===== src/rtl/core/fbdr_pkg.sv =====
// Shared types and constants for the frame buffer dirty-rectangle flush unit.
// Command codes, register indexes, controller states and ctrl/datapath structs.
// No dependencies.
`timescale 1ns / 1ps
`default_nettype none

package fbdr_pkg;

    // Default panel geometry
    localparam int DEF_DISPLAY_WIDTH  = 96;
    localparam int DEF_DISPLAY_HEIGHT = 65;
    localparam int DEF_PAGE_COUNT     = 9;

    // Reset values of the opcode registers
    localparam logic [7:0] RST_PAGE_OPCODE     = 8'hB0;
    localparam logic [7:0] RST_COL_LOW_OPCODE  = 8'h00;
    localparam logic [7:0] RST_COL_HIGH_OPCODE = 8'h10;

    // Input command codes
    typedef enum logic [1:0] {
        CMD_DRAW  = 2'd0,
        CMD_CLEAR = 2'd1,
        CMD_FLUSH = 2'd2,
        CMD_TICK  = 2'd3
    } cmd_code_t;

    // Configuration register indexes
    typedef enum logic [1:0] {
        REG_ROTATION        = 2'd0,
        REG_PAGE_OPCODE     = 2'd1,
        REG_COL_LOW_OPCODE  = 2'd2,
        REG_COL_HIGH_OPCODE = 2'd3
    } reg_index_t;

    // Logical rotation
    typedef enum logic [1:0] {
        ROT_0   = 2'd0,
        ROT_90  = 2'd1,
        ROT_180 = 2'd2,
        ROT_270 = 2'd3
    } rot_t;

    // Flush sequencer phase within one page
    typedef enum logic [1:0] {
        PH_PAGE     = 2'd0,
        PH_COL_LOW  = 2'd1,
        PH_COL_HIGH = 2'd2,
        PH_DATA     = 2'd3
    } phase_t;

    // Controller states
    typedef enum logic [2:0] {
        ST_SWEEP   = 3'd0,
        ST_IDLE    = 3'd1,
        ST_DRAW_RD = 3'd2,
        ST_DRAW_WR = 3'd3,
        ST_DATA    = 3'd4
    } ctrl_state_t;

    // Controller to datapath commands
    typedef struct packed {
        logic draw_load;   // register mapped point of an accepted draw beat
        logic draw_rd;     // read the frame byte under the point
        logic draw_wr;     // write back modified byte, widen dirty box
        logic clear_box;   // dirty box covers whole panel
        logic sweep_step;  // write zero at sweep address, advance
        logic flush_arm;   // latch box, reset box, select first page
        logic tick_cmd;    // emit a command word
        logic data_rd;     // read the next data byte
        logic data_emit;   // emit the data byte read last cycle
    } fbdr_cmd_t;

    // Datapath to controller status
    typedef struct packed {
        logic point_ok;      // registered point lies on the panel
        logic sweep_last;    // sweep address is the last store entry
        logic flush_active;  // sequencer armed
        logic data_phase;    // next tick sends a data byte
        logic out_free;      // output register empty or draining this cycle
    } fbdr_stat_t;

endpackage

`default_nettype wire


===== src/rtl/core/fbdr_ctrl.sv =====
// Controller state machine: input handshake, store sweep, draw read-modify-write
// and flush tick sequencing. Depends on fbdr_pkg.
`timescale 1ns / 1ps
`default_nettype none

module fbdr_ctrl
    import fbdr_pkg::*;
(
    input  wire logic       clk,
    input  wire logic       rst_n,
    input  wire logic       in_valid,
    input  wire cmd_code_t  in_command,
    input  wire fbdr_stat_t stat,
    output logic            in_ready,
    output fbdr_cmd_t       cmd
);

    ctrl_state_t state_reg;
    ctrl_state_t state_next;

    // State register; reset starts the zeroing sweep
    always_ff @(posedge clk or negedge rst_n)
    begin
        if (!rst_n)
        begin
            state_reg <= ST_SWEEP;
        end
        else
        begin
            state_reg <= state_next;
        end
    end

    // Next state and commands
    always_comb
    begin
        state_next = state_reg;
        cmd        = '0;
        in_ready   = 1'b0;
        case (state_reg)
            ST_SWEEP:
            begin
                cmd.sweep_step = 1'b1;
                if (stat.sweep_last)
                begin
                    state_next = ST_IDLE;
                end
            end
            ST_IDLE:
            begin
                in_ready = stat.out_free;
                if (in_valid && stat.out_free)
                begin
                    case (in_command)
                        CMD_DRAW:
                        begin
                            if (!stat.flush_active)
                            begin
                                cmd.draw_load = 1'b1;
                                state_next    = ST_DRAW_RD;
                            end
                        end
                        CMD_CLEAR:
                        begin
                            if (!stat.flush_active)
                            begin
                                cmd.clear_box = 1'b1;
                                state_next    = ST_SWEEP;
                            end
                        end
                        CMD_FLUSH:
                        begin
                            if (!stat.flush_active)
                            begin
                                cmd.flush_arm = 1'b1;
                            end
                        end
                        CMD_TICK:
                        begin
                            if (stat.flush_active)
                            begin
                                if (stat.data_phase)
                                begin
                                    cmd.data_rd = 1'b1;
                                    state_next  = ST_DATA;
                                end
                                else
                                begin
                                    cmd.tick_cmd = 1'b1;
                                end
                            end
                        end
                        default:
                        begin
                        end
                    endcase
                end
            end
            ST_DRAW_RD:
            begin
                if (stat.point_ok)
                begin
                    cmd.draw_rd = 1'b1;
                    state_next  = ST_DRAW_WR;
                end
                else
                begin
                    state_next = ST_IDLE;
                end
            end
            ST_DRAW_WR:
            begin
                cmd.draw_wr = 1'b1;
                state_next  = ST_IDLE;
            end
            ST_DATA:
            begin
                cmd.data_emit = 1'b1;
                state_next    = ST_IDLE;
            end
            default:
            begin
                state_next = ST_IDLE;
            end
        endcase
    end

endmodule

`default_nettype wire


===== config.mk =====
export PLATFORM = sky130hd
export DESIGN_NAME = fbdr_ctrl
export DESIGN_NICKNAME = d
export VERILOG_FILES = /design/src/rtl/core/fbdr_pkg.sv /design/src/rtl/core/fbdr_ctrl.sv
export SDC_FILE = /design/constraint.sdc
export NUM_CORES = 1
export LEC_CHECK = 0
export BUFFER_PORTS_ARGS = -buffer_cell sky130_fd_sc_hd__buf_4
export CAP_MARGIN = 25
export CORE_AREA = 5 5 42 44
export DETAILED_ROUTE_END_ITERATION = 8
export DIE_AREA = 0 0 47 49
export GPL_ROUTABILITY_DRIVEN = 0
export PLACE_DENSITY_LB_ADDON = 0.2
export SLEW_MARGIN = 20
export SYNTH_ARGS = -nofsm -noshare
export SYNTH_HDL_FRONTEND = slang
export SYNTH_SLANG_ARGS = --single-unit

===== constraint.sdc =====
create_clock -name clk -period 1.05 [get_ports clk]
set_input_delay 0.105 -clock clk [delete_from_list [all_inputs] [get_ports clk]]
set_output_delay 0.105 -clock clk [all_outputs]
set_load 0.05 [all_outputs]

Word level (Yosys, flattened, before mapping)
Index checks and enable logic that the tools add are counted.

Register bits: 3. Input bits: 10. Output and inout bits: 10.

Eq/ne operators: 14. Mux-type cells: 29. Reduce and logical (&&, ||, !) cells: 4.

Operator list (count): 3-bit 2-to-1 mux (8); 3-bit case mux with 3 select lines (2); 1-bit 2-to-1 mux (16); 3-bit != test (second input constant) (4); 7-bit AND reduction (1); 3-bit by 2-bit equality test with 1-bit output (second input constant) (2); 2-bit 2-to-1 mux (3); 2-bit equality test (second input constant) (2); 2-bit != test (second input constant) (2); 4-bit by 1-bit != test with 1-bit output (second input constant) (1); 3-bit by 1-bit equality test with 1-bit output (second input constant) (1); 3-bit equality test (second input constant) (1); 3-bit logical NOT (1); 2-bit by 1-bit equality test with 1-bit output (second input constant) (1); 2-bit logical NOT (1); 1-bit logical AND (1).

Logic depth before layout (Yosys ltp)
Depth after elaboration: 5. Gate-level depth with buffers: 3. Depth with buffers taken out: 3.

Worst setup path after synthesis
No wires, ideal clock.

Path type: flip-flop to flip-flop. Start: reg state_reg[1]. End: reg state_reg[0]. Library setup time: 0.205 ns. Arrival: 1.589 ns. Required time: 0.845 ns. Setup slack: -0.745 ns. Stages on the path, launching flop included: 3. Period minus slack after synthesis: 1.795 ns. Cells stage by stage: dfrtp_1 -> nor3_1 -> a32oi_1.

Cells in the longest elaborated chain, start to end: 3.

RTL lines: start, declared (RTL line fbdr_ctrl.sv:18) `ctrl_state_t state_reg;`; start signal, assigned (RTL line fbdr_ctrl.sv:30) `state_reg <= state_next;`; 3-bit by 1-bit equality test with 1-bit output / 3-bit logical NOT (equally long branches) (RTL line fbdr_ctrl.sv:40) `case (state_reg)`; 4-bit by 1-bit != test with 1-bit output (no source line) (tied with other cells); 7-bit AND reduction (no source line).

Several ways; a longest one is shown, not always the timed one. A chain may end at the register's enable or synchronous reset.

==> results.md <==
* Initial antenna violation count at 0
* First drt pass iteration count at 1
* Max_cap viols at 0
* Register Area at 75.07 µm²
* Worst-path fanout max at 4
* Post-synthesis cell area at 230.2 µm²
* Outcome: finished, violations left
* Avg WL per Cell at 12.47 µm
* Final Cycle Share at 1.479
* GRT Util Overall at 0.09104
* Crit path cell chain: and4bb_4 -> nand3_4 -> nor3_4 -> buf_6
* Slew @ Worst Pin at 0.2168 ns
* Port bufs at 19
* Mapped Nets at 34
* TritonCTS clock tree: yes
* Die Y at 49 µm
* Finished Cell Area at 644.4 µm²
* Htree depth at 1
* VDD IR max at 338.8 µV
* Commonest cells after routing, fill and taps aside: buf_4, buf_6
* Critical path capture point type: primary output
* Violated checks: negative setup slack
* Layout cells sized above 1 at 0.7797
* Final wirelength at 935 µm
* Worst path slowest cell: and4bb_4
* RSZ-0062 raised after global routing: true
* Die width at 47 µm
* Crit path largest cell delay at 0.38 ns
* Finished Layout Cells at 75
* Pwr/cell area at 813.0 mW/mm²
* WP data required at 0.94 ns
* Cell count after synthesis at 24
* Critical R2R Capture: state_reg[2]
* CTS buffer count at 3
* Min-Delay Path Class: in2reg
* Most common cell after layout, fill and taps aside: buf_4
* Hold path endpoint: state_reg[0]
* Grt total ovfl at 0
* # fillers at 146
* Root Driver: clkbuf_4
* Core ar. at 0.001401 mm²
* Yosys warns at 0
* Max reg flops at 3
* R2R Setup Slk at -0.43 ns
* Iter 0 DRT Violations at 0
* Vias in the first global route at 392
* Worst Setup Start Kind: flip-flop
* FF-to-FF Start: state_reg[2]
* Vias per Instance at 4.387
* Via count at 329
* # setup viols final at 13
* Post-DP HPWL at 677.9 µm
* Die area at 0.002303 mm²
* Post-synthesis cell type count at 17
* DRC at 0
* Pre-CTS WS at -0.3075 ns
* Total power at 0.5239 mW
* Row count at 14
* Worst-case hold slack at 0.1423 ns
* Placed Cells incl. Taps at 63
* Io pins at 20
* Clock latency at the later pin of the worst-skew pair at 0.23 ns
* Sequential fraction of the synthesis area at 0.3261
* Worst Hold Launch: stat[3]
* Area Growth Syn to Fin at 179.9%
* Final WS setup at -0.5030 ns
* Slew Limit Fails at 0
* Critical path class: reg2out
* Area of placed instances at 456.7 µm²
* Slew headroom at 0.8551
* Routed Antenna Nets at 0
* Worst Hold Path Cells at 3
* CP arrival at 1.45 ns
* Min Tclk post-route at 1.553 ns
* Initial Util at 0.1643
* Setup Skew at 0.002414 ns
* Clock Path Buffers at 2
* First-pass GRT wire length at 1524 µm
* Leakage power at 0.2943 nW
* Clock Pin Slew Worst Setup and Hold Paths at 0.03 ns
* Largest net degree at the start of global routing at 7
* Reg2Reg Depth at 7
* FF+latch count, synth at 3
* Final net count at 70
* Area of the multi-input gates at 209.0 µm²
* Final Hold Violating Endpoints at 0
* ANT cells at 0
* Num Clock Sinks at 3
* Max Fclk at 0.6439 GHz
* Avg Inst Size Synth at 9.593 µm²
-- cells by family (layout without fill, tap and decap cells) --
kind of cell,after synthesis,count (layout),synth area share
AND/OR/NAND/NOR,17,17,0.5761
flip-flops,3,3,0.3261
AO/OA/AOI/OAI,2,2,0.06524
buffers and inverters,2,37,0.03262
-- stage by stage --
stage          utilization  setup TNS (ns)
3_3_place_gp        0.3259          -1.254
6_report            0.4598          -4.138
2_1_floorplan            -          -3.433
3_5_place_dp        0.3259          -1.295
5_1_grt             0.4598          -4.714
4_1_cts             0.4393          -4.138
-- worst max path at each step --
stage            startpoint  endpoint  slack [ns]
3_5_place_dp   state_reg[1]    cmd[2]       -0.31
6_report       state_reg[2]    cmd[2]       -0.50
5_1_grt        state_reg[2]    cmd[2]       -0.56
4_1_cts        state_reg[2]    cmd[2]       -0.50
2_1_floorplan  state_reg[1]    cmd[2]       -0.58
3_3_place_gp   state_reg[1]    cmd[2]       -0.31
-- routing by layer --
metal,part of all wire,track usage
met2,0.53,0.1448
met3,0.12,0.01845
met4,0,0.06912
met5,0,0
met1,0.36,0.09956
-- worst max-delay path: cells and delay by family (launching register included) --
kind	cells	cell delay, ns
buf+inv	1	0.18
simple gates	3	0.68
flops	1	0.36
-- cell type report --
cell class                 count  share of cell area
sequential                     3              0.1165
clock buffer                   4             0.04078
timing repair buffer          31              0.4757
multi-input combinational     19              0.3243
tap                           16             0.03107
inverter                       2             0.01165
-- cell usage after synthesis --
master | count | share of area
a32oi_1 | 1 | 0.038
and3_4 | 1 | 0.049
and3b_2 | 1 | 0.043
and4_1 | 1 | 0.038
and4bb_2 | 1 | 0.054
and4bb_4 | 1 | 0.071
dfrtp_1 | 3 | 0.33
inv_1 | 2 | 0.033
nand2_1 | 1 | 0.016
nand3_1 | 1 | 0.022
nand3_2 | 1 | 0.043
nor2_1 | 3 | 0.049
nor3_1 | 2 | 0.043
nor3_2 | 2 | 0.087
nor3b_1 | 1 | 0.033
o22ai_1 | 1 | 0.027
or2_1 | 1 | 0.027
-- power by group --
part | internal (mW) | switching [mW]
registers | 0.120 | 0.00258
clock network | 0.142 | 0.0560
logic | 0.103 | 0.100
total | 0.365 | 0.159
-- what timing repair did --
item / CTS / global route
buffers inserted: 7 / 3
hold buffers: 1 / 0
endpoints found under the setup margin: 13 / 13
pin swaps: 7 / 3
resized for setup: 18 / 8
endpoints found under the hold margin: 3 / 0
No activity file was read; power rests on OpenSTA's default activity.
