==> src/rtl/core/fbdr_pkg.sv <==
// Shared types and constants for the frame buffer dirty-rectangle flush unit.
// Command codes, register indexes, controller states and ctrl/datapath structs.
// No dependencies.
`timescale 1ns / 1ps
`default_nettype none

package fbdr_pkg;

    // Default panel geometry
    localparam int DEF_DISPLAY_WIDTH  = 96;
    localparam int DEF_DISPLAY_HEIGHT = 65;
    localparam int DEF_PAGE_COUNT     = 9;

    // Reset values of the opcode registers
    localparam logic [7:0] RST_PAGE_OPCODE     = 8'hB0;
    localparam logic [7:0] RST_COL_LOW_OPCODE  = 8'h00;
    localparam logic [7:0] RST_COL_HIGH_OPCODE = 8'h10;

    // Input command codes
    typedef enum logic [1:0] {
        CMD_DRAW  = 2'd0,
        CMD_CLEAR = 2'd1,
        CMD_FLUSH = 2'd2,
        CMD_TICK  = 2'd3
    } cmd_code_t;

    // Configuration register indexes
    typedef enum logic [1:0] {
        REG_ROTATION        = 2'd0,
        REG_PAGE_OPCODE     = 2'd1,
        REG_COL_LOW_OPCODE  = 2'd2,
        REG_COL_HIGH_OPCODE = 2'd3
    } reg_index_t;

    // Logical rotation
    typedef enum logic [1:0] {
        ROT_0   = 2'd0,
        ROT_90  = 2'd1,
        ROT_180 = 2'd2,
        ROT_270 = 2'd3
    } rot_t;

    // Flush sequencer phase within one page
    typedef enum logic [1:0] {
        PH_PAGE     = 2'd0,
        PH_COL_LOW  = 2'd1,
        PH_COL_HIGH = 2'd2,
        PH_DATA     = 2'd3
    } phase_t;

    // Controller states
    typedef enum logic [2:0] {
        ST_SWEEP   = 3'd0,
        ST_IDLE    = 3'd1,
        ST_DRAW_RD = 3'd2,
        ST_DRAW_WR = 3'd3,
        ST_DATA    = 3'd4
    } ctrl_state_t;

    // Controller to datapath commands
    typedef struct packed {
        logic draw_load;   // register mapped point of an accepted draw beat
        logic draw_rd;     // read the frame byte under the point
        logic draw_wr;     // write back modified byte, widen dirty box
        logic clear_box;   // dirty box covers whole panel
        logic sweep_step;  // write zero at sweep address, advance
        logic flush_arm;   // latch box, reset box, select first page
        logic tick_cmd;    // emit a command word
        logic data_rd;     // read the next data byte
        logic data_emit;   // emit the data byte read last cycle
    } fbdr_cmd_t;

    // Datapath to controller status
    typedef struct packed {
        logic point_ok;      // registered point lies on the panel
        logic sweep_last;    // sweep address is the last store entry
        logic flush_active;  // sequencer armed
        logic data_phase;    // next tick sends a data byte
        logic out_free;      // output register empty or draining this cycle
    } fbdr_stat_t;

endpackage

`default_nettype wire

==> src/rtl/core/fbdr_datapath.sv <==
// Datapath: configuration registers, rotation map, dirty box, flush sequencer
// counters, frame store addressing and output register. Depends on fbdr_pkg.
`timescale 1ns / 1ps
`default_nettype none

module fbdr_datapath
    import fbdr_pkg::*;
#(
    parameter int DISPLAY_WIDTH  = DEF_DISPLAY_WIDTH,
    parameter int DISPLAY_HEIGHT = DEF_DISPLAY_HEIGHT,
    parameter int PAGE_COUNT     = DEF_PAGE_COUNT,
    localparam int MEM_SIZE      = DISPLAY_WIDTH * PAGE_COUNT,
    localparam int ADDR_W        = $clog2(MEM_SIZE)
) (
    input  wire logic              clk,
    input  wire logic              rst_n,
    // configuration writes
    input  wire logic              cfg_valid,
    input  wire logic [1:0]        cfg_index,
    input  wire logic [7:0]        cfg_data,
    // draw payload
    input  wire logic signed [7:0] in_x,
    input  wire logic signed [7:0] in_y,
    input  wire logic              in_color,
    // controller link
    input  wire fbdr_cmd_t         cmd,
    output fbdr_stat_t             stat,
    // frame store
    output logic                   ram_we,
    output logic [ADDR_W-1:0]      ram_waddr,
    output logic [7:0]             ram_wdata,
    output logic                   ram_re,
    output logic [ADDR_W-1:0]      ram_raddr,
    input  wire logic [7:0]        ram_rdata,
    // result beat
    output logic                   out_valid,
    input  wire logic              out_ready,
    output logic                   out_is_data,
    output logic [7:0]             out_byte,
    output logic                   out_end
);

    localparam logic [7:0] W8       = 8'(DISPLAY_WIDTH);
    localparam logic [7:0] H8       = 8'(DISPLAY_HEIGHT);
    localparam logic [6:0] W1       = 7'(DISPLAY_WIDTH - 1);
    localparam logic [6:0] H1       = 7'(DISPLAY_HEIGHT - 1);
    localparam logic [4:0] PAGES5   = 5'(PAGE_COUNT);
    localparam logic [ADDR_W-1:0] LAST_ADDR = ADDR_W'(MEM_SIZE - 1);

    // First page at or above start that the box touches: {found, page}
    function automatic logic [4:0] page_from(input logic [4:0] start,
                                             input logic [6:0] ymin,
                                             input logic [6:0] ymax);
        logic [4:0] cand;
        logic       found;
        cand  = (start > {1'b0, ymin[6:3]}) ? start : {1'b0, ymin[6:3]};
        found = (cand < PAGES5) && ({1'b0, ymax[6:3]} >= cand);
        return {found, cand[3:0]};
    endfunction

    // Configuration
    rot_t       rotation_reg,    rotation_next;
    logic [7:0] page_op_reg,     page_op_next;
    logic [7:0] col_low_op_reg,  col_low_op_next;
    logic [7:0] col_high_op_reg, col_high_op_next;

    // Registered draw point
    logic [6:0] pt_px_reg, pt_py_reg;
    logic       pt_color_reg, pt_ok_reg;

    // Dirty box and latched box
    logic [6:0] dx_min_reg, dx_min_next, dx_max_reg, dx_max_next;
    logic [6:0] dy_min_reg, dy_min_next, dy_max_reg, dy_max_next;
    logic [6:0] lb_xmin_reg, lb_xmin_next, lb_xmax_reg, lb_xmax_next;
    logic [6:0] lb_ymin_reg, lb_ymin_next, lb_ymax_reg, lb_ymax_next;

    // Flush sequencer
    logic       flush_active_reg, flush_active_next;
    logic [3:0] flush_page_reg,   flush_page_next;
    logic [6:0] flush_col_reg,    flush_col_next;
    phase_t     flush_phase_reg,  flush_phase_next;

    // Zeroing sweep
    logic [ADDR_W-1:0] sweep_addr_reg, sweep_addr_next;

    // Output register
    logic       out_valid_reg, out_valid_next;
    logic       out_is_data_reg, out_end_reg;
    logic [7:0] out_byte_reg;
    logic       ld_out, word_is_data, word_end;
    logic [7:0] word_byte;

    // Mapping and addressing
    logic [6:0]        ix, iy, mpx, mpy;
    logic [7:0]        lw, lh;
    logic              in_ok, map_ok;
    logic [7:0]        bit_mask, rmw_byte;
    logic [ADDR_W-1:0] pt_addr, fl_addr;
    logic [4:0]        next_pg, arm_pg;
    logic              do_next;

    // Rotation map of the incoming point
    always_comb
    begin
        ix = in_x[6:0];
        iy = in_y[6:0];
        if (rotation_reg == ROT_90 || rotation_reg == ROT_270)
        begin
            lw = H8;
            lh = W8;
        end
        else
        begin
            lw = W8;
            lh = H8;
        end
        in_ok = !in_x[7] && !in_y[7] && ({1'b0, ix} < lw) && ({1'b0, iy} < lh);
        case (rotation_reg)
            ROT_90:
            begin
                mpx = iy;
                mpy = H1 - ix;
            end
            ROT_180:
            begin
                mpx = W1 - ix;
                mpy = H1 - iy;
            end
            ROT_270:
            begin
                mpx = W1 - iy;
                mpy = ix;
            end
            default:
            begin
                mpx = ix;
                mpy = iy;
            end
        endcase
        map_ok = in_ok && ({1'b0, mpy[6:3]} < PAGES5);
    end

    // Store addresses and modified byte
    assign pt_addr  = ADDR_W'(pt_py_reg[6:3] * DISPLAY_WIDTH) + ADDR_W'(pt_px_reg);
    assign fl_addr  = ADDR_W'(flush_page_reg * DISPLAY_WIDTH) + ADDR_W'(flush_col_reg);
    assign bit_mask = 8'b1 << pt_py_reg[2:0];
    assign rmw_byte = pt_color_reg ? (ram_rdata | bit_mask) : (ram_rdata & ~bit_mask);

    assign ram_we    = cmd.sweep_step | cmd.draw_wr;
    assign ram_waddr = cmd.sweep_step ? sweep_addr_reg : pt_addr;
    assign ram_wdata = cmd.sweep_step ? 8'h00 : rmw_byte;
    assign ram_re    = cmd.draw_rd | cmd.data_rd;
    assign ram_raddr = cmd.draw_rd ? pt_addr : fl_addr;

    // Page lookups for the next page and for arming
    assign next_pg = page_from({1'b0, flush_page_reg} + 5'd1, lb_ymin_reg, lb_ymax_reg);
    assign arm_pg  = page_from(5'd0, dy_min_reg, dy_max_reg);

    // Configuration writes
    always_comb
    begin
        rotation_next    = rotation_reg;
        page_op_next     = page_op_reg;
        col_low_op_next  = col_low_op_reg;
        col_high_op_next = col_high_op_reg;
        if (cfg_valid)
        begin
            case (reg_index_t'(cfg_index))
                REG_ROTATION:        rotation_next    = rot_t'(cfg_data[1:0]);
                REG_PAGE_OPCODE:     page_op_next     = cfg_data;
                REG_COL_LOW_OPCODE:  col_low_op_next  = cfg_data;
                REG_COL_HIGH_OPCODE: col_high_op_next = cfg_data;
                default:
                begin
                end
            endcase
        end
    end

    // Dirty box, flush sequencer, sweep and output word
    always_comb
    begin
        dx_min_next       = dx_min_reg;
        dx_max_next       = dx_max_reg;
        dy_min_next       = dy_min_reg;
        dy_max_next       = dy_max_reg;
        lb_xmin_next      = lb_xmin_reg;
        lb_xmax_next      = lb_xmax_reg;
        lb_ymin_next      = lb_ymin_reg;
        lb_ymax_next      = lb_ymax_reg;
        flush_active_next = flush_active_reg;
        flush_page_next   = flush_page_reg;
        flush_col_next    = flush_col_reg;
        flush_phase_next  = flush_phase_reg;
        sweep_addr_next   = sweep_addr_reg;
        word_is_data      = 1'b0;
        word_byte         = 8'h00;
        word_end          = 1'b0;
        do_next           = 1'b0;

        // widen box after a draw write
        if (cmd.draw_wr)
        begin
            if (pt_px_reg < dx_min_reg) dx_min_next = pt_px_reg;
            if (pt_px_reg > dx_max_reg) dx_max_next = pt_px_reg;
            if (pt_py_reg < dy_min_reg) dy_min_next = pt_py_reg;
            if (pt_py_reg > dy_max_reg) dy_max_next = pt_py_reg;
        end

        // clear makes the whole panel dirty
        if (cmd.clear_box)
        begin
            dx_min_next = 7'd0;
            dy_min_next = 7'd0;
            if (dx_max_reg < W1) dx_max_next = W1;
            if (dy_max_reg < H1) dy_max_next = H1;
        end

        // sweep wraps back to zero after the last entry
        if (cmd.sweep_step)
        begin
            sweep_addr_next = (sweep_addr_reg == LAST_ADDR) ? '0 : sweep_addr_reg + 1'b1;
        end

        // arm: latch and reset box, pick first page
        if (cmd.flush_arm)
        begin
            lb_xmin_next      = dx_min_reg;
            lb_xmax_next      = dx_max_reg;
            lb_ymin_next      = dy_min_reg;
            lb_ymax_next      = dy_max_reg;
            dx_min_next       = W1;
            dx_max_next       = 7'd0;
            dy_min_next       = H1;
            dy_max_next       = 7'd0;
            flush_phase_next  = PH_PAGE;
            flush_col_next    = 7'd0;
            flush_active_next = arm_pg[4];
            flush_page_next   = arm_pg[4] ? arm_pg[3:0] : 4'd0;
        end

        // command words
        if (cmd.tick_cmd)
        begin
            case (flush_phase_reg)
                PH_PAGE:
                begin
                    word_byte        = page_op_reg | {4'd0, flush_page_reg};
                    flush_phase_next = PH_COL_LOW;
                end
                PH_COL_LOW:
                begin
                    word_byte        = col_low_op_reg | {4'd0, lb_xmin_reg[3:0]};
                    flush_phase_next = PH_COL_HIGH;
                end
                PH_COL_HIGH:
                begin
                    word_byte = col_high_op_reg | {5'd0, lb_xmin_reg[6:4]};
                    if (lb_xmin_reg <= lb_xmax_reg)
                    begin
                        flush_phase_next = PH_DATA;
                        flush_col_next   = lb_xmin_reg;
                    end
                    else
                    begin
                        do_next = 1'b1;
                    end
                end
                default:
                begin
                end
            endcase
        end

        // data byte from the store
        if (cmd.data_emit)
        begin
            word_is_data = 1'b1;
            word_byte    = ({1'b0, flush_col_reg} < W8) ? ram_rdata : 8'h00;
            if (flush_col_reg >= lb_xmax_reg)
            begin
                do_next = 1'b1;
            end
            else
            begin
                flush_col_next = flush_col_reg + 7'd1;
            end
        end

        // advance to next touched page or finish
        if (do_next)
        begin
            flush_phase_next = PH_PAGE;
            flush_col_next   = 7'd0;
            if (!next_pg[4])
            begin
                flush_active_next = 1'b0;
                flush_page_next   = 4'd0;
                word_end          = 1'b1;
            end
            else
            begin
                flush_page_next = next_pg[3:0];
            end
        end
    end

    // Output register handshake
    assign ld_out         = cmd.tick_cmd | cmd.data_emit;
    assign out_valid_next = ld_out ? 1'b1 : (out_ready ? 1'b0 : out_valid_reg);

    // Control state registers
    always_ff @(posedge clk or negedge rst_n)
    begin
        if (!rst_n)
        begin
            rotation_reg     <= ROT_0;
            page_op_reg      <= RST_PAGE_OPCODE;
            col_low_op_reg   <= RST_COL_LOW_OPCODE;
            col_high_op_reg  <= RST_COL_HIGH_OPCODE;
            dx_min_reg       <= 7'd0;
            dx_max_reg       <= 7'd0;
            dy_min_reg       <= 7'd0;
            dy_max_reg       <= 7'd0;
            lb_xmin_reg      <= 7'd0;
            lb_xmax_reg      <= 7'd0;
            lb_ymin_reg      <= 7'd0;
            lb_ymax_reg      <= 7'd0;
            flush_active_reg <= 1'b0;
            flush_page_reg   <= 4'd0;
            flush_col_reg    <= 7'd0;
            flush_phase_reg  <= PH_PAGE;
            sweep_addr_reg   <= '0;
            out_valid_reg    <= 1'b0;
        end
        else
        begin
            rotation_reg     <= rotation_next;
            page_op_reg      <= page_op_next;
            col_low_op_reg   <= col_low_op_next;
            col_high_op_reg  <= col_high_op_next;
            dx_min_reg       <= dx_min_next;
            dx_max_reg       <= dx_max_next;
            dy_min_reg       <= dy_min_next;
            dy_max_reg       <= dy_max_next;
            lb_xmin_reg      <= lb_xmin_next;
            lb_xmax_reg      <= lb_xmax_next;
            lb_ymin_reg      <= lb_ymin_next;
            lb_ymax_reg      <= lb_ymax_next;
            flush_active_reg <= flush_active_next;
            flush_page_reg   <= flush_page_next;
            flush_col_reg    <= flush_col_next;
            flush_phase_reg  <= flush_phase_next;
            sweep_addr_reg   <= sweep_addr_next;
            out_valid_reg    <= out_valid_next;
        end
    end

    // Payload registers
    always_ff @(posedge clk)
    begin
        if (cmd.draw_load)
        begin
            pt_px_reg    <= mpx;
            pt_py_reg    <= mpy;
            pt_color_reg <= in_color;
            pt_ok_reg    <= map_ok;
        end
        if (ld_out)
        begin
            out_is_data_reg <= word_is_data;
            out_byte_reg    <= word_byte;
            out_end_reg     <= word_end;
        end
    end

    // Status to controller and result beat
    assign stat.point_ok     = pt_ok_reg;
    assign stat.sweep_last   = (sweep_addr_reg == LAST_ADDR);
    assign stat.flush_active = flush_active_reg;
    assign stat.data_phase   = (flush_phase_reg == PH_DATA);
    assign stat.out_free     = !out_valid_reg || out_ready;

    assign out_valid   = out_valid_reg;
    assign out_is_data = out_is_data_reg;
    assign out_byte    = out_byte_reg;
    assign out_end     = out_end_reg;

`ifndef NO_ASSERTIONS
    // idle sequencer always sits at the start of a page
    a_idle_seq: assert property (@(posedge clk) disable iff (!rst_n)
        !flush_active_reg |-> (flush_phase_reg == PH_PAGE && flush_col_reg == 7'd0))
        else $error("sequencer not parked while idle");

    // armed sequencer points at a real page
    a_page_range: assert property (@(posedge clk) disable iff (!rst_n)
        flush_active_reg |-> ({1'b0, flush_page_reg} < PAGES5))
        else $error("flush page beyond store");

    // a word is never loaded over one that is not being taken
    a_out_slot: assert property (@(posedge clk) disable iff (!rst_n)
        ld_out |-> (!out_valid_reg || out_ready))
        else $error("result overwritten");

    // data byte is emitted in the cycle after its store read
    a_data_lat: assert property (@(posedge clk) disable iff (!rst_n)
        cmd.data_emit |-> $past(cmd.data_rd))
        else $error("data emitted without read");

    // write-back only for points on the panel
    a_draw_ok: assert property (@(posedge clk) disable iff (!rst_n)
        cmd.draw_wr |-> pt_ok_reg)
        else $error("draw write of dropped point");
`endif

endmodule

`default_nettype wire

==> config.mk <==
export PLATFORM = sky130hd
export DESIGN_NAME = fbdr_datapath
export DESIGN_NICKNAME = d
export VERILOG_FILES = /design/src/rtl/core/fbdr_pkg.sv /design/src/rtl/core/fbdr_datapath.sv
export SDC_FILE = /design/constraint.sdc
export NUM_CORES = 1
export LEC_CHECK = 0
export BUFFER_PORTS_ARGS = -buffer_cell sky130_fd_sc_hd__buf_2
export CAP_MARGIN = 20
export CORE_MARGIN = 4
export CORE_UTILIZATION = 45
export DETAILED_ROUTE_END_ITERATION = 8
export GPL_ROUTABILITY_DRIVEN = 0
export GPL_TIMING_DRIVEN = 0
export PLACE_DENSITY_LB_ADDON = 0.15
export SLEW_MARGIN = 40
export SYNTH_ARGS = -nofsm -noshare
export SYNTH_HDL_FRONTEND = slang
export SYNTH_SLANG_ARGS = --single-unit
==> constraint.sdc <==
create_clock -name clk -period 5.6 [get_ports clk]
set_input_delay 1.4 -clock clk [delete_from_list [all_inputs] [get_ports clk]]
set_output_delay 1.4 -clock clk [all_outputs]
set_load 0.02 [all_outputs]
# Word level (Yosys, flattened, before mapping)

Index checks and enable logic that the tools add are counted.

Add/sub/neg operators: 9
Multipliers: 2
Divide/modulo/power cells: 0
Order comparisons: 17
Equality and inequality tests: 10
Shift operators: 1
Multiplexer cells: 60
Bitwise logic cells: 9
Reduce and logical (&&, ||, !) cells: 24

Operator list:

| kind                                                               | count |
|---|---|
| 7-bit two-way mux                                                  | 25 |
| 7-bit one-hot mux with 3 select lines                              | 2 |
| 8-bit two-way mux                                                  | 5 |
| 10-bit two-way mux                                                 | 3 |
| 7-bit subtractor, first input constant                             | 4 |
| 8-bit one-hot mux with 3 select lines                              | 1 |
| 7-bit less-than comparator, second input constant                  | 3 |
| 10-bit by 7-bit adder with 10-bit output                           | 2 |
| 7-bit by 8-bit less-than comparator with 1-bit output              | 2 |
| 4-bit two-way mux                                                  | 4 |
| 8-bit by 4-bit OR with 8-bit output                                | 2 |
| 7-bit > comparator                                                 | 2 |
| 7-bit less-than comparator                                         | 2 |
| 2-bit equality test, second input constant                         | 6 |
| 1-bit two-way mux                                                  | 12 |
| 6-bit two-way mux                                                  | 2 |
| 2-bit AND reduction                                                | 6 |
| 10-bit by 1-bit adder with 10-bit output, second input constant    | 1 |
| 10-bit equality test, second input constant                        | 1 |
| 4-bit by 2-bit multiplier with 5-bit output, second input constant | 2 |
| 3-bit nonzero test                                                 | 3 |
| 8-bit AND                                                          | 1 |
| 4-bit less-than comparator, second input constant                  | 2 |
| 2-bit two-way mux                                                  | 4 |
| other kinds (21)                                                   | 35 |

Flip-flop bits (word level): 133
Latch bits: 0
Memory bits (writable): 0
ROM bits: 0
Input port bits: 48
Output and inout port bits: 46
Memories kept: 0

# Longest topological paths before layout

Depth after elaboration: 7
Depth in mapped cells: 15
Depth with buffers taken out: 15

# Worst setup path after synthesis

Ideal clock, no wire load.

Path kind: input -> output
From: input port cmd[4] (netlist name)
To: output port ram_wdata[0]
Arrival: 2.465 ns
Data required time: 4.200 ns
Setup slack: 1.735 ns
Stages on the path: 4
Path through: clkbuf_1 buf_1 clkbuf_1 nor2_1

Longest elaborated chain between the ends: 1

Ends and longest elaborated chain:

| element            | line                 | source |
|---|---|---|
| start: declaration | fbdr_datapath.sv:26  | `input wire fbdr_cmd_t cmd,` |
| 8-bit two-way mux  | fbdr_datapath.sv:151 | `assign ram_wdata = cmd.sweep_step ? 8'h00 : rmw_byte;` |
| end: declaration   | fbdr_datapath.sv:31  | `output logic [7:0] ram_wdata,` |

No other way between the ends.

# Final worst setup path

From: input port cmd[4] (netlist name)
To: output port ram_wdata[3]

The elaborated chain is that of the path after synthesis.

==> metrics.md <==
| Metric | Value |
|---|---|
| Endpoint class of the critical path | output port |
| Max reg flops | 10 |
| Final nets | about 1100 |
| R2R Path End | out_end$_SDFFCE_PP0P_ |
| DP Worst Slack | 1.10 ns |
| # port buffers | 92 |
| Setup-failing EPs final | 0 |
| Antenna viol nets, final | 0 |
| Sw power | approximately 0.0015 W |
| Clock Skews | 0.00673 ns |
| Adder-cell share of the synthesized area | 0.116 |
| Largest family of logic cells by synthesized area | multiplexers |
| Synth Area in Simple Gates | 0.135 |
| Clk Latency, worst-skew pair | around 0.42 ns |
| Vias in the first global route | 6449 |
| Multi-input logic area | 0.00470 mm^2 |
| Sw frac | 0.374 |
| Worst Setup Start Kind | input pin |
| Final WS setup | 1.12 ns |
| Clock-pin slew on the worst setup and hold paths | 0.06 ns |
| Compound-Gate Fraction of Synth Area | 0.133 |
| Shortest period the worst path allows | 4.48 ns |
| Antenna violations before repair | 0 |
| Post-synthesis sequential area ratio | 0.395 |
| Top Ports | 94 |
| Post-CTS Repair Setup Buffers | 0 |
| Crit Path Category | in2out |
| Storage cell area | 0.00331 mm^2 |
| All-Layer GR Usage | 0.212 |
| Syn. warnings | 0 |
| CTS Hold Bufs | 0 |
| Ys flop type | dfrtp_1 |
| Core region area | 0.0181 mm^2 |
| Worst hold stages | 2 |
| Starting Density | 0.462 |
| R2R depth | 13 |
| Worst hold start | out_valid$_DFFE_PN0P_ |
| Slowest cell on the critical path | clkbuf_1 |
| Fin cells | 1196 |
| Drt first pass iters | 4 |
| Avg Cell Area, Syn | 9.96 um^2 |
| Share of flip-flops with an asynchronous set or reset | 0.795 |
| Comb pwr share | 0.373 |
| Root Buffer | clkbuf_16 |
| Critical path data arrival time | 3.08 ns |
| RSZ-0062 raised after global routing | no |
| Layout cell share with drive strength beyond 1 | 0.223 |
| First-pass GRT wire length | between 30 and 40 mm |
| Hold Crit Class | reg2reg |
| Hold Path Sink | out_valid$_DFFE_PN0P_ |
| Most common cell after layout, fill and taps aside | dfrtp_1 |
| Die area | between 0.02 and 0.025 mm^2 |
| Bufs on Longest Clock Path | 2 |
| Maximum vdd ir drop | 0.228 mV |
| Max-cap violations | 0 |
| Antenna cells | 0 |
| DP Area | 0.00917 mm^2 |
| Num CTS Buffers | 17 |
| Post-Synth XOR/XNOR Area | 0.0292 |
| P&R area growth vs syn | 16.6% |
| Initial DRC Count | 316 |
| Routed WL | 21.2 mm |
| Largest net degree at the start of global routing | 70 |
| Clock Sinks | between 100 and 150 |
| Worst reg2reg startpoint | flush_page_reg[0]$_DFFE_PN0P_ |
| Post-DR vias/cell | between 5 and 6 |
| DR vias | 6587 |
| Worst Tran Pin Value | around 0.75 ns |
| Site Rows | ~50 |
| Fill count | 1630 |
| Detailed placement HPWL | approximately 16 mm |
| PD cells | 402 mW/mm^2 |
| Clock power frac | 0.292 |
| Critical Path, Cell by Cell | buf_2 -> clkbuf_1 -> buf_1 -> clkbuf_1 -> nor2_1 -> buf_2 |
| Resize count post-CTS | 0 |
| Routed WL per cell | 17.7 um |
| Number of synthesized flops with an enable pin | 26 |
| Leak pwr | ~4.4 nW |
| Syn nets | 965 |
| Post-synth cell types | 71 |
| Post-synthesis cell count | 842 |
| Setup tns final | 0 ns |
| Fin. max-slew vios | 0 |
| Dpl cells | approximately 1200 |
| Worst-path fanout max | 10 |
| Hold Fails Final Rpt | 0 |
| Worst path max stage delay | 0.50 ns |
| #FFs+latches synth | 127 |
| R2r setup slk | 1.97 ns |
| DIE HEIGHT | 145 um |
| Final period utilization | 0.799 |
| Commonest non-fill, non-tap cells in the layout | dfrtp_1 (97), buf_2 (94), nand2_1 (74) |
| Internal Power | 0.00246 W |
| Fmax | 223 MHz |
| H-tree levels | 4 |
| Mux share of post-synthesis cell area | 0.148 |
| Flop pwr share | 0.335 |
| Post-route cell area | 0.00978 mm^2 |
| CTS tree | built |
| Die Wd | 145 um |
| Worst rel slew slack | 0.497 |
| Critical Path RT | around 4.2 ns |
| Number of remaining DRC errors | 0 |
| Overflow after GRT | 0 |
| Cell Area, Synth | 0.00838 mm^2 |
| CP top delay family | buffers and inverters |
| CP bufs+invs | 5 |
| Status | finished, final reports clean |
logic make-up after synthesis:
logic type,after synthesis
AND/OR/NAND/NOR,234
AO/OA/AOI/OAI,170
flip-flops,127
multiplexers,116
buffers and inverters,92
adder cells (fa/ha/maj),75
XOR/XNOR,28
final cells by class:
class	instances	share of cell area
Inverter	58	0.0223
Timing Repair Buffer	93	0.0509
Multi-Input combinational cell	623	0.481
Clock buffer	18	0.0439
Clock inverter	14	0.0184
Buffer	34	0.0154
Sequential cell	127	0.339
Tap cell	229	0.0293
cells in the mapped netlist (6+ instances only):
master / instances / area (um^2)
a21o_1: 9 / 67.6
a21oi_1: 43 / 215
a311oi_1: 6 / 52.6
and3_1: 6 / 37.5
clkbuf_1: 23 / 86.3
dfrtp_1: 97 / 2430
edfxtp_1: 26 / 781
ha_1: 71 / 888
inv_1: 57 / 214
mux2_2: 55 / 619
mux2i_1: 60 / 601
nand2_1: 74 / 278
nand2b_1: 10 / 62.6
nand3_1: 14 / 70.1
nand4_1: 11 / 68.8
nor2_1: 69 / 259
nor2b_1: 6 / 37.5
nor3_1: 10 / 50.1
nor3b_1: 6 / 45.0
o211ai_1: 6 / 45.0
o21ai_0: 54 / 270
o311ai_0: 6 / 52.6
xnor2_1: 16 / 140
xor2_1: 12 / 105
metrics by stage:
step                power [W]  utilization  hold slack (ns)
global placement      0.00277        0.503            0.483
CTS                   0.00395        0.539            0.504
global route          0.00419        0.539            0.523
finish                0.00393        0.539            0.498
detailed placement    0.00279        0.505            0.490
floorplan             0.00236            -            0.471
routing by layer:
metal / GRT usage / up-vias / share of wire
met5: 0 / - / 0
met1: 0.305 / 3146 / 0.48
li1: - / 3256 / -
met3: 0.0437 / 28 / 0.046
met2: 0.328 / 157 / 0.45
met4: 0.0589 / 0 / 0.019
tightest hold or removal path: cells and delay by family (launching register included):
kind          cells  cell delay [ns]
simple gates      2             0.13
flops             1             0.33
power by group through the flow:
stage | combinational (W) | clock (W) | sequential [W]
floorplan | 0.00108 | 0 | 0.00127
global route | 0.00165 | 0.00121 | 0.00134
global placement | 0.00144 | 0 | 0.00133
CTS | 0.00147 | 0.00116 | 0.00132
detailed placement | 0.00146 | 0 | 0.00133
finish | 0.00146 | 0.00115 | 0.00132
worst max-delay path by stage:
stage | from | endpoint | slack [ns] | depth (start not counted)
global placement | cmd[4] | ram_wdata[7] | 1.15 | 6
finish | cmd[4] | ram_wdata[3] | 1.12 | 6
global route | cmd[4] | ram_wdata[3] | 0.88 | 6
detailed placement | cmd[4] | ram_wdata[3] | 1.10 | 6
CTS | cmd[4] | ram_wdata[3] | 1.10 | 6
floorplan | cmd[4] | ram_wdata[0] | 1.73 | 4
(Power assumes the default switching activity.)
